===== src/hdl/lrukc_pkg.sv =====
package lrukc_pkg;

    // table geometry
    localparam int ENTRIES    = 16;
    localparam int DATA_WIDTH = 32;

    // fixed field widths
    localparam int OP_W   = 2;
    localparam int KEY_W  = 64;
    localparam int DIN_W  = 32;
    localparam int DOUT_W = 32;
    localparam int OCC_W  = 5;
    localparam int CAP_W  = 5;

    // derived widths
    localparam int RANK_W = $clog2(ENTRIES);
    localparam int CNT_W  = $clog2(ENTRIES + 1);

    localparam logic [CAP_W-1:0] CAP_RESET = CAP_W'(16);

    // operation codes
    localparam logic [OP_W-1:0] OP_LOOKUP = 2'd0;
    localparam logic [OP_W-1:0] OP_INSERT = 2'd1;
    localparam logic [OP_W-1:0] OP_CLEAR  = 2'd2;

    typedef struct packed {
        logic              vld;
        logic [OP_W-1:0]   op;
        logic [KEY_W-1:0]  key;
        logic [DIN_W-1:0]  data_in;
    } t_req;

    typedef struct packed {
        logic              hit;
        logic [DOUT_W-1:0] data_out;
        logic              evicted;
        logic [KEY_W-1:0]  evicted_key;
        logic [OCC_W-1:0]  occupancy;
    } t_rsp;

    typedef struct packed {
        logic               busy;
        logic [CNT_W-1:0]   live;
        logic [ENTRIES-1:0] valid_map;
    } t_stat;

endpackage


===== src/hdl/lrukc_if.sv =====
interface lrukc_in_if import lrukc_pkg::*; ();
    logic              valid;
    logic              ready;
    logic [OP_W-1:0]   op;
    logic [KEY_W-1:0]  key;
    logic [DIN_W-1:0]  data_in;

    modport source (output valid, output op, output key, output data_in, input ready);
    modport sink   (input valid, input op, input key, input data_in, output ready);
endinterface

interface lrukc_out_if import lrukc_pkg::*; ();
    logic              valid;
    logic              ready;
    logic              hit;
    logic [DOUT_W-1:0] data_out;
    logic              evicted;
    logic [KEY_W-1:0]  evicted_key;
    logic [OCC_W-1:0]  occupancy;

    modport source (output valid, output hit, output data_out, output evicted,
                    output evicted_key, output occupancy, input ready);
    modport sink   (input valid, input hit, input data_out, input evicted,
                    input evicted_key, input occupancy, output ready);
endinterface


===== src/hdl/lrukc_table.sv =====
module lrukc_table import lrukc_pkg::*; (
    input  logic             i_clk,
    input  logic             i_rst_n,
    input  logic [CAP_W-1:0] i_cap,
    input  t_req             i_req,
    output t_rsp             o_rsp,
    output t_stat            o_stat
);

    logic [KEY_W-1:0]      r_key  [ENTRIES];
    logic [DATA_WIDTH-1:0] r_data [ENTRIES];
    logic [ENTRIES-1:0]    r_valid, n_valid;
    logic [RANK_W-1:0]     r_rank [ENTRIES];
    logic [RANK_W-1:0]     n_rank [ENTRIES];
    logic [CNT_W-1:0]      r_live, n_live;

    logic [CNT_W-1:0]      eff_cap;
    logic                  busy;
    logic [ENTRIES-1:0]    match, evict_oh, free_oh, wr_oh, v_after;
    logic                  hit, taken;
    logic [RANK_W-1:0]     hit_rank;
    logic [DATA_WIDTH-1:0] hit_data;
    logic [KEY_W-1:0]      ev_key;

    // capacity 0 counts as 1, anything above the table size as the table size
    always_comb begin
        if (i_cap == '0) begin
            eff_cap = CNT_W'(1);
        end else if (int'(i_cap) > ENTRIES) begin
            eff_cap = CNT_W'(ENTRIES);
        end else begin
            eff_cap = CNT_W'(i_cap);
        end
    end

    assign busy = (r_live > eff_cap);

    // parallel search, and the least recent slot for eviction
    always_comb begin
        hit_rank = '0;
        hit_data = '0;
        ev_key   = '0;
        for (int i = 0; i < ENTRIES; i++) begin
            match[i]    = r_valid[i] && (r_key[i] == i_req.key);
            evict_oh[i] = r_valid[i] && (CNT_W'(r_rank[i]) == (r_live - CNT_W'(1)));
            hit_rank    = hit_rank | (match[i] ? r_rank[i] : '0);
            hit_data    = hit_data | (match[i] ? r_data[i] : '0);
            ev_key      = ev_key | (evict_oh[i] ? r_key[i] : '0);
        end
        hit = |match;
    end

    always_comb begin
        n_valid = r_valid;
        n_rank  = r_rank;
        n_live  = r_live;
        wr_oh   = '0;
        v_after = r_valid;
        free_oh = '0;
        taken   = 1'b0;
        o_rsp   = '0;

        if (busy) begin
            // silent trim after a capacity shrink
            for (int i = 0; i < ENTRIES; i++) begin
                if (r_valid[i] && (CNT_W'(r_rank[i]) >= eff_cap)) begin
                    n_valid[i] = 1'b0;
                    n_rank[i]  = '0;
                end
            end
            n_live = eff_cap;
        end else if (i_req.vld) begin
            unique case (i_req.op)
                OP_LOOKUP, OP_INSERT: begin
                    if (hit) begin
                        o_rsp.hit      = 1'b1;
                        o_rsp.data_out = DOUT_W'(hit_data);
                        for (int i = 0; i < ENTRIES; i++) begin
                            if (match[i]) begin
                                n_rank[i] = '0;
                            end else if (r_valid[i] && (r_rank[i] < hit_rank)) begin
                                n_rank[i] = r_rank[i] + RANK_W'(1);
                            end
                        end
                    end else if (i_req.op == OP_INSERT) begin
                        if (r_live >= eff_cap) begin
                            o_rsp.evicted     = 1'b1;
                            o_rsp.evicted_key = ev_key;
                            v_after           = r_valid & ~evict_oh;
                        end
                        // lowest free slot takes the new key
                        for (int i = 0; i < ENTRIES; i++) begin
                            free_oh[i] = !v_after[i] && !taken;
                            taken      = taken || !v_after[i];
                        end
                        wr_oh = free_oh;
                        for (int i = 0; i < ENTRIES; i++) begin
                            if (free_oh[i]) begin
                                n_rank[i] = '0;
                            end else if (v_after[i]) begin
                                n_rank[i] = r_rank[i] + RANK_W'(1);
                            end else begin
                                n_rank[i] = '0;
                            end
                        end
                        n_valid = v_after | free_oh;
                        n_live  = r_live - CNT_W'(o_rsp.evicted) + CNT_W'(1);
                    end
                end
                OP_CLEAR: begin
                    n_valid = '0;
                    for (int i = 0; i < ENTRIES; i++) begin
                        n_rank[i] = '0;
                    end
                    n_live = '0;
                end
                default: begin
                end
            endcase
        end
        o_rsp.occupancy = OCC_W'(n_live);
    end

    always_ff @(posedge i_clk) begin
        if (!i_rst_n) begin
            r_valid <= '0;
            r_live  <= '0;
            for (int i = 0; i < ENTRIES; i++) begin
                r_rank[i] <= '0;
            end
        end else begin
            r_valid <= n_valid;
            r_live  <= n_live;
            r_rank  <= n_rank;
        end
    end

    always_ff @(posedge i_clk) begin
        for (int i = 0; i < ENTRIES; i++) begin
            if (wr_oh[i]) begin
                r_key[i]  <= i_req.key;
                r_data[i] <= DATA_WIDTH'(i_req.data_in);
            end
        end
    end

    assign o_stat.busy      = busy;
    assign o_stat.live      = r_live;
    assign o_stat.valid_map = r_valid;

endmodule


===== src/hdl/lru_keyed_cache_table.sv =====
// Fully associative LRU key/data table, 16 entries held in flip-flops.
// Input channel i_in carries one word per operation: op (lookup, insert if
// absent, clear), a 64-bit key and a data handle. Output channel o_out gives
// one result word per operation: hit, stored data, evicted flag and key,
// and occupancy after the operation.
// An accepted word is registered, processed when it advances (parallel key
// compare and rank update) and its result registered in the output register.
// Throughput: one word per cycle while results are taken and no trim runs,
// set by the search and rank update over the register-held table.
// The output register holds its result while o_out.ready is low; the input
// register still takes one more word, then i_in.ready drops until the
// result is taken.
// i_cfg_we / i_cfg_wdata write the capacity register (0 counts as 1).
// A shrink below the live count trims the least recent entries silently;
// while the trim is under way, i_in.ready is low.
// Synchronous active-low reset empties the table and sets capacity to 16;
// stored keys and data are not cleared, only their valid bits.
module lru_keyed_cache_table import lrukc_pkg::*; (
    input  logic             i_clk,
    input  logic             i_rst_n,
    lrukc_in_if.sink         i_in,
    lrukc_out_if.source      o_out,
    input  logic             i_cfg_we,
    input  logic [CAP_W-1:0] i_cfg_wdata
);

    logic [CAP_W-1:0] r_cap;
    logic             r_in_vld;
    logic [OP_W-1:0]  r_in_op;
    logic [KEY_W-1:0] r_in_key;
    logic [DIN_W-1:0] r_in_data;
    logic             r_out_vld;
    t_rsp             r_out;

    t_req  tbl_req;
    t_rsp  tbl_rsp;
    t_stat tbl_stat;
    logic  adv;
    logic  in_acc;

    // stage advances when it holds a word, the result slot is free or being emptied, and no trim is under way
    assign adv     = r_in_vld && (!r_out_vld || o_out.ready) && !tbl_stat.busy;
    assign i_in.ready = (!r_in_vld || adv) && !tbl_stat.busy;
    assign in_acc  = i_in.valid && i_in.ready;

    assign tbl_req.vld     = adv;
    assign tbl_req.op      = r_in_op;
    assign tbl_req.key     = r_in_key;
    assign tbl_req.data_in = r_in_data;

    lrukc_table u_table (
        .i_clk   (i_clk),
        .i_rst_n (i_rst_n),
        .i_cap   (r_cap),
        .i_req   (tbl_req),
        .o_rsp   (tbl_rsp),
        .o_stat  (tbl_stat)
    );

    // control
    always_ff @(posedge i_clk) begin
        if (!i_rst_n) begin
            r_cap     <= CAP_RESET;
            r_in_vld  <= 1'b0;
            r_out_vld <= 1'b0;
        end else begin
            if (i_cfg_we) begin
                r_cap <= i_cfg_wdata;
            end
            if (in_acc) begin
                r_in_vld <= 1'b1;
            end else if (adv) begin
                r_in_vld <= 1'b0;
            end
            if (adv) begin
                r_out_vld <= 1'b1;
            end else if (o_out.ready) begin
                r_out_vld <= 1'b0;
            end
        end
    end

    // payload
    always_ff @(posedge i_clk) begin
        if (in_acc) begin
            r_in_op   <= i_in.op;
            r_in_key  <= i_in.key;
            r_in_data <= i_in.data_in;
        end
        if (adv) begin
            r_out <= tbl_rsp;
        end
    end

    assign o_out.valid       = r_out_vld;
    assign o_out.hit         = r_out.hit;
    assign o_out.data_out    = r_out.data_out;
    assign o_out.evicted     = r_out.evicted;
    assign o_out.evicted_key = r_out.evicted_key;
    assign o_out.occupancy   = r_out.occupancy;

`ifndef SYNTH
    // live count agrees with the number of valid slots
    a_live_count : assert property (@(posedge i_clk) disable iff (!i_rst_n)
        $countones(tbl_stat.valid_map) == int'(tbl_stat.live))
        else $error("live count disagrees with valid map");

    // a hit never evicts
    a_hit_no_evict : assert property (@(posedge i_clk) disable iff (!i_rst_n)
        o_out.valid |-> !(o_out.hit && o_out.evicted))
        else $error("hit and eviction in one result");

    // no word is taken in while a trim is under way
    a_trim_stall : assert property (@(posedge i_clk) disable iff (!i_rst_n)
        tbl_stat.busy |-> (!i_in.ready && !adv))
        else $error("word moved during trim");

    // a processed word always lands in the output register
    a_adv_out : assert property (@(posedge i_clk) disable iff (!i_rst_n)
        adv |=> r_out_vld)
        else $error("result lost");
`endif

endmodule

===== src/flat_wrapper.sv =====
// flat-port wrapper written by rule: the top's interface ports become plain ports
module lru_keyed_cache_table_flat import lrukc_pkg::*;
  (i_clk, i_rst_n, i_cfg_we, i_cfg_wdata, i_in_valid, i_in_op, i_in_key, i_in_data_in, i_in_ready, o_out_valid, o_out_hit, o_out_data_out, o_out_evicted, o_out_evicted_key, o_out_occupancy, o_out_ready);
  lrukc_in_if i_in_i ();
  lrukc_out_if o_out_i ();
  input  logic i_clk;
  input  logic i_rst_n;
  input  logic i_cfg_we;
  input  logic [CAP_W-1:0] i_cfg_wdata;
  input wire logic [$bits(i_in_i.valid)-1:0] i_in_valid;
  input wire logic [$bits(i_in_i.op)-1:0] i_in_op;
  input wire logic [$bits(i_in_i.key)-1:0] i_in_key;
  input wire logic [$bits(i_in_i.data_in)-1:0] i_in_data_in;
  output wire logic [$bits(i_in_i.ready)-1:0] i_in_ready;
  output wire logic [$bits(o_out_i.valid)-1:0] o_out_valid;
  output wire logic [$bits(o_out_i.hit)-1:0] o_out_hit;
  output wire logic [$bits(o_out_i.data_out)-1:0] o_out_data_out;
  output wire logic [$bits(o_out_i.evicted)-1:0] o_out_evicted;
  output wire logic [$bits(o_out_i.evicted_key)-1:0] o_out_evicted_key;
  output wire logic [$bits(o_out_i.occupancy)-1:0] o_out_occupancy;
  input wire logic [$bits(o_out_i.ready)-1:0] o_out_ready;
  assign i_in_i.valid = i_in_valid;
  assign i_in_i.op = i_in_op;
  assign i_in_i.key = i_in_key;
  assign i_in_i.data_in = i_in_data_in;
  assign i_in_ready = i_in_i.ready;
  assign o_out_valid = o_out_i.valid;
  assign o_out_hit = o_out_i.hit;
  assign o_out_data_out = o_out_i.data_out;
  assign o_out_evicted = o_out_i.evicted;
  assign o_out_evicted_key = o_out_i.evicted_key;
  assign o_out_occupancy = o_out_i.occupancy;
  assign o_out_i.ready = o_out_ready;
  lru_keyed_cache_table u_core (.i_clk(i_clk), .i_rst_n(i_rst_n), .i_in(i_in_i), .o_out(o_out_i), .i_cfg_we(i_cfg_we), .i_cfg_wdata(i_cfg_wdata));
endmodule

===== config.mk =====
export PLATFORM = sky130hd
export DESIGN_NAME = lru_keyed_cache_table_flat
export DESIGN_NICKNAME = d
export VERILOG_FILES = /design/src/hdl/lrukc_pkg.sv /design/src/hdl/lrukc_if.sv /design/src/hdl/lrukc_table.sv /design/src/hdl/lru_keyed_cache_table.sv /design/src/flat_wrapper.sv
export SDC_FILE = /design/constraint.sdc
export NUM_CORES = 2
export LEC_CHECK = 0
export BUFFER_PORTS_ARGS = -buffer_cell sky130_fd_sc_hd__buf_2
export CAP_MARGIN = 20
export CORE_ASPECT_RATIO = 1.4
export CORE_MARGIN = 2
export CORE_UTILIZATION = 30
export DETAILED_ROUTE_END_ITERATION = 8
export PLACE_DENSITY = 0.42
export SLEW_MARGIN = 20
export SYNTH_ARGS = -nofsm -noshare
export SYNTH_HDL_FRONTEND = slang
export SYNTH_SLANG_ARGS = --single-unit

===== constraint.sdc =====
create_clock -name i_clk -period 20.2 [get_ports i_clk]
set_clock_uncertainty 0.1 [all_clocks]
set_input_delay 3.03 -clock i_clk [delete_from_list [all_inputs] [get_ports i_clk]]
set_output_delay 3.03 -clock i_clk [all_outputs]
set_load 0.01 [all_outputs]

==> summary.md <==
| Metric | Value |
|---|---|
| Startpoint types | flip-flop |
| DP Cell Count | 10500 |
| First-pass GRT wire length | 802000 um |
| Die ar. | 295000 sq um |
| Highest Clock Rate | 0.105 GHz |
| Yosys reg bits | 1829 |
| CTS max path bufs | 4 |
| Drt drc | 0 |
| Final hold slack | 380 ps |
| DRT antenna net count | 1 |
| Dpl ws | 11210 ps |
| Routed WL per cell | 59.0 um |
| Starting Density | 30.1% |
| Number of flops mapped to enable cells by yosys | 1737 |
| Die X | 460 um |
| Crit path kind | flip-flop to flip-flop |
| Final wirelength | 651000 um |
| CP Max Fanout | 38 |
| Clock-pin slew on the worst setup and hold paths | 60 ps |
| Post-layout net count | 7199 |
| All-Layer GR Usage | 42.9% |
| Top Ports | 213 |
| Clk Latency, worst-skew pair | 950 ps |
| Grt ovf | 0 |
| Setup TNS | 0 ps |
| CTS tree | yes |
| Finished Layout Cells | 11000 |
| Unrepaired setup endpoints after global routing | false |
| Ranking of synthesized cells by area | edfxtp_1 60%, xnor2_1 5.5%, a22o_1 3.0% |
| Sequential power share | 40.5% |
| H-Tree Depth | 4 |
| Slew @ Worst Pin | 1460 ps |
| Final hold vios | 0 |
| Hold Crit Class | flip-flop to flip-flop |
| Average size of a mapped cell | 13.3 sq um |
| Pwr per Cell Area | 112 nW/um^2 |
| RD Place Congestion | 1.11 |
| Die Span Y | 642 um |
| DP Wirelength | 489000 um |
| Fillers | 28400 |
| Layout cells sized above 1 | 15.4% |
| P_int | 7.28 mW |
| Num Clock Sinks | 1829 |
| Cell area after synthesis | 87200 sq um |
| Relative slew slack | 1.97% |
| Final Cycle Share | 47.3% |
| Switch share | 36.2% |
| Status | complete, but fails checks |
| Clk pwr share | 34.3% |
| Top-count cell post-synth | edfxtp_1 |
| Largest area contributor in the netlist | edfxtp_1 |
| Failing checks | antenna rules |
| DRT Pass-1 Iters | 6 |
| DR vias | 73100 |
| Postcts setup bufs | 0 |
| Crit path DAT | 9970 ps |
| Fin area | 102000 sq um |
| Root Buffer | clkbuf_16 |
| TritonCTS Buffers | 208 |
| Cells after Synth | 6538 |
| Number of global-route vias before repair | 66100 |
| Leakage | 31.6 nW |
| Synth cell types | 116 |
| Peak supply drop | 0.0779 mV |
| Post-CTS sizing | 0 |
| Gate power share | 25.2% |
| Max-cap violations | 0 |
| Core area | 290000 sq um |
| Fin. max-slew vios | 0 |
| Worst Path Required | 20610 ps |
| Cts hold-fix bufs | 0 |
| Switch Pwr | 4.12 mW |
| Yosys top cell area share | 59.8% |
| Largest net degree at the start of global routing | 70 |
| Port bufs | 212 |
| Initial antenna violation count | 117 |
| Vias per std cell | 6.62 |
| Post-synthesis sequential area ratio | 61.9% |
| Synth warnings | 0 |
| Top cells by count, synth | 1737 x edfxtp_1, 549 x xnor2_1, 388 x nand2b_1, 344 x nand4_1, 299 x a22o_1 |
| DRT iter0 DRCs | 12500 |
| Area grow syn2layout | 17.1% |
| Row cnt | 234 |
| Period minus WS final | 9560 ps |
| Worst setup EP type | flip-flop |
| Final Setup Violations | 0 |
| Async S/R FF share, synth | 0% |
| Area after DPL | 95100 sq um |
| Post-Syn Nets | 6754 |
| Ys flop type | edfxtp_1 |
| Final setup margin | 10640 ps |
## layout by cell type (no fill, tap or decap), types with 146 or more instances in the layout
| cell type | count |
|---|---|
| a221oi_1 | 290 |
| a22o_1 | 299 |
| a22oi_1 | 212 |
| buf_2 | 215 |
| buf_4 | 360 |
| clkbuf_16 | 208 |
| edfxtp_1 | 1737 |
| inv_1 | 158 |
| nand2b_1 | 388 |
| nand4_1 | 344 |
| nor2_1 | 155 |
| nor4_1 | 146 |
| xnor2_1 | 512 |
| xor2_1 | 238 |
## kinds of logic after synthesis
group           count (synthesis)  share of synthesized area, %
compound gates               1335                          12.2
xor+xnor                      807                          8.24
fa+ha+maj                     123                          1.72
buf+inv                       516                          2.67
flops                        1829                          61.9
mux                            24                         0.277
simple gates                 1904                          13.0
## state kept, by name, summed over array words and instances (netlist names)
register	count
u_core.u_table.r_live	5
u_core.u_table.r_key	1024
u_core.o_out.evicted_key	64
u_core.r_cap	5
u_core.u_table.r_data	512
u_core.r_in_data	32
u_core.r_in_vld	1
u_core.o_out.valid	1
u_core.o_out.occupancy	5
u_core.r_in_op	2
u_core.o_out.evicted	1
u_core.o_out.hit	1
u_core.u_table.r_rank	64
u_core.u_table.r_valid	16
u_core.r_in_key	64
u_core.o_out.data_out	32
## cell type report
cell class	instances	area (sq um)	area share [%]
inverter	165	629	0.616
tap	3776	4720	4.63
timing repair buffer	586	3980	3.89
antenna	117	293	0.287
clock buffer	238	5350	5.24
sequential	1829	54000	52.9
clock inverter	134	1290	1.27
multi-input combinational	4193	31900	31.2
## path summary, 6_finish.rpt
path | from | end | slack (ps) | cells past startpoint
hold / removal | u_core.u_table.r_valid[15]$_SDFFE_PN0P_ | u_core.u_table.r_valid[15]$_SDFFE_PN0P_ | 380 | 2
setup / recovery | u_core.r_in_key[38]$_DFFE_PP_ | u_core.u_table.r_key[1][385]$_DFFE_PP_ | 10640 | 18
setup reg to reg | u_core.r_in_key[38]$_DFFE_PP_ | u_core.u_table.r_key[1][385]$_DFFE_PP_ | 10640 | 18
hold reg to reg | u_core.u_table.r_valid[15]$_SDFFE_PN0P_ | u_core.u_table.r_valid[15]$_SDFFE_PN0P_ | 380 | 2
## per-stage QoR
stage | utilization [%] | power [mW]
3_5_place_dp | 32.8 | 7.42
6_report | 35.2 | 11.4
5_1_grt | 35.2 | 11.5
3_3_place_gp | 32.7 | 7.43
2_1_floorplan | - | 5.82
4_1_cts | 35.1 | 11.3
## per-layer routing
layer	part of all wire (%)	GRT usage [%]	up-vias
li1	-	-	27000
met1	38	53.2	39000
met2	43	63.7	5628
met3	8.6	9.50	1475
met4	10	35.3	24
met5	0.027	0	-
## worst max-delay path, stage by stage (launching register included)
cell and delay (ps):
edfxtp_1 850, buf_4 600, inv_1 390, o2111ai_1 730
nor4_1 200, nor4b_2 220, buf_4 210, a22oi_1 660
and4_4 410, nand3_1 120, buf_4 300, nor3_1 720
nand2_1 560, nor2_1 310, nand2_1 170, nor2_4 150
buf_4 640, buf_4 690, buf_4 730
## power groups by stage
stage | combinational, mW | clock [mW] | sequential (mW)
2_1_floorplan | 1.07 | 0 | 4.75
3_3_place_gp | 2.74 | 0 | 4.69
3_5_place_dp | 2.74 | 0 | 4.69
4_1_cts | 2.74 | 3.95 | 4.61
5_1_grt | 2.82 | 4.07 | 4.63
6_report | 2.88 | 3.91 | 4.61
No activity file was read; power rests on OpenSTA's default activity.
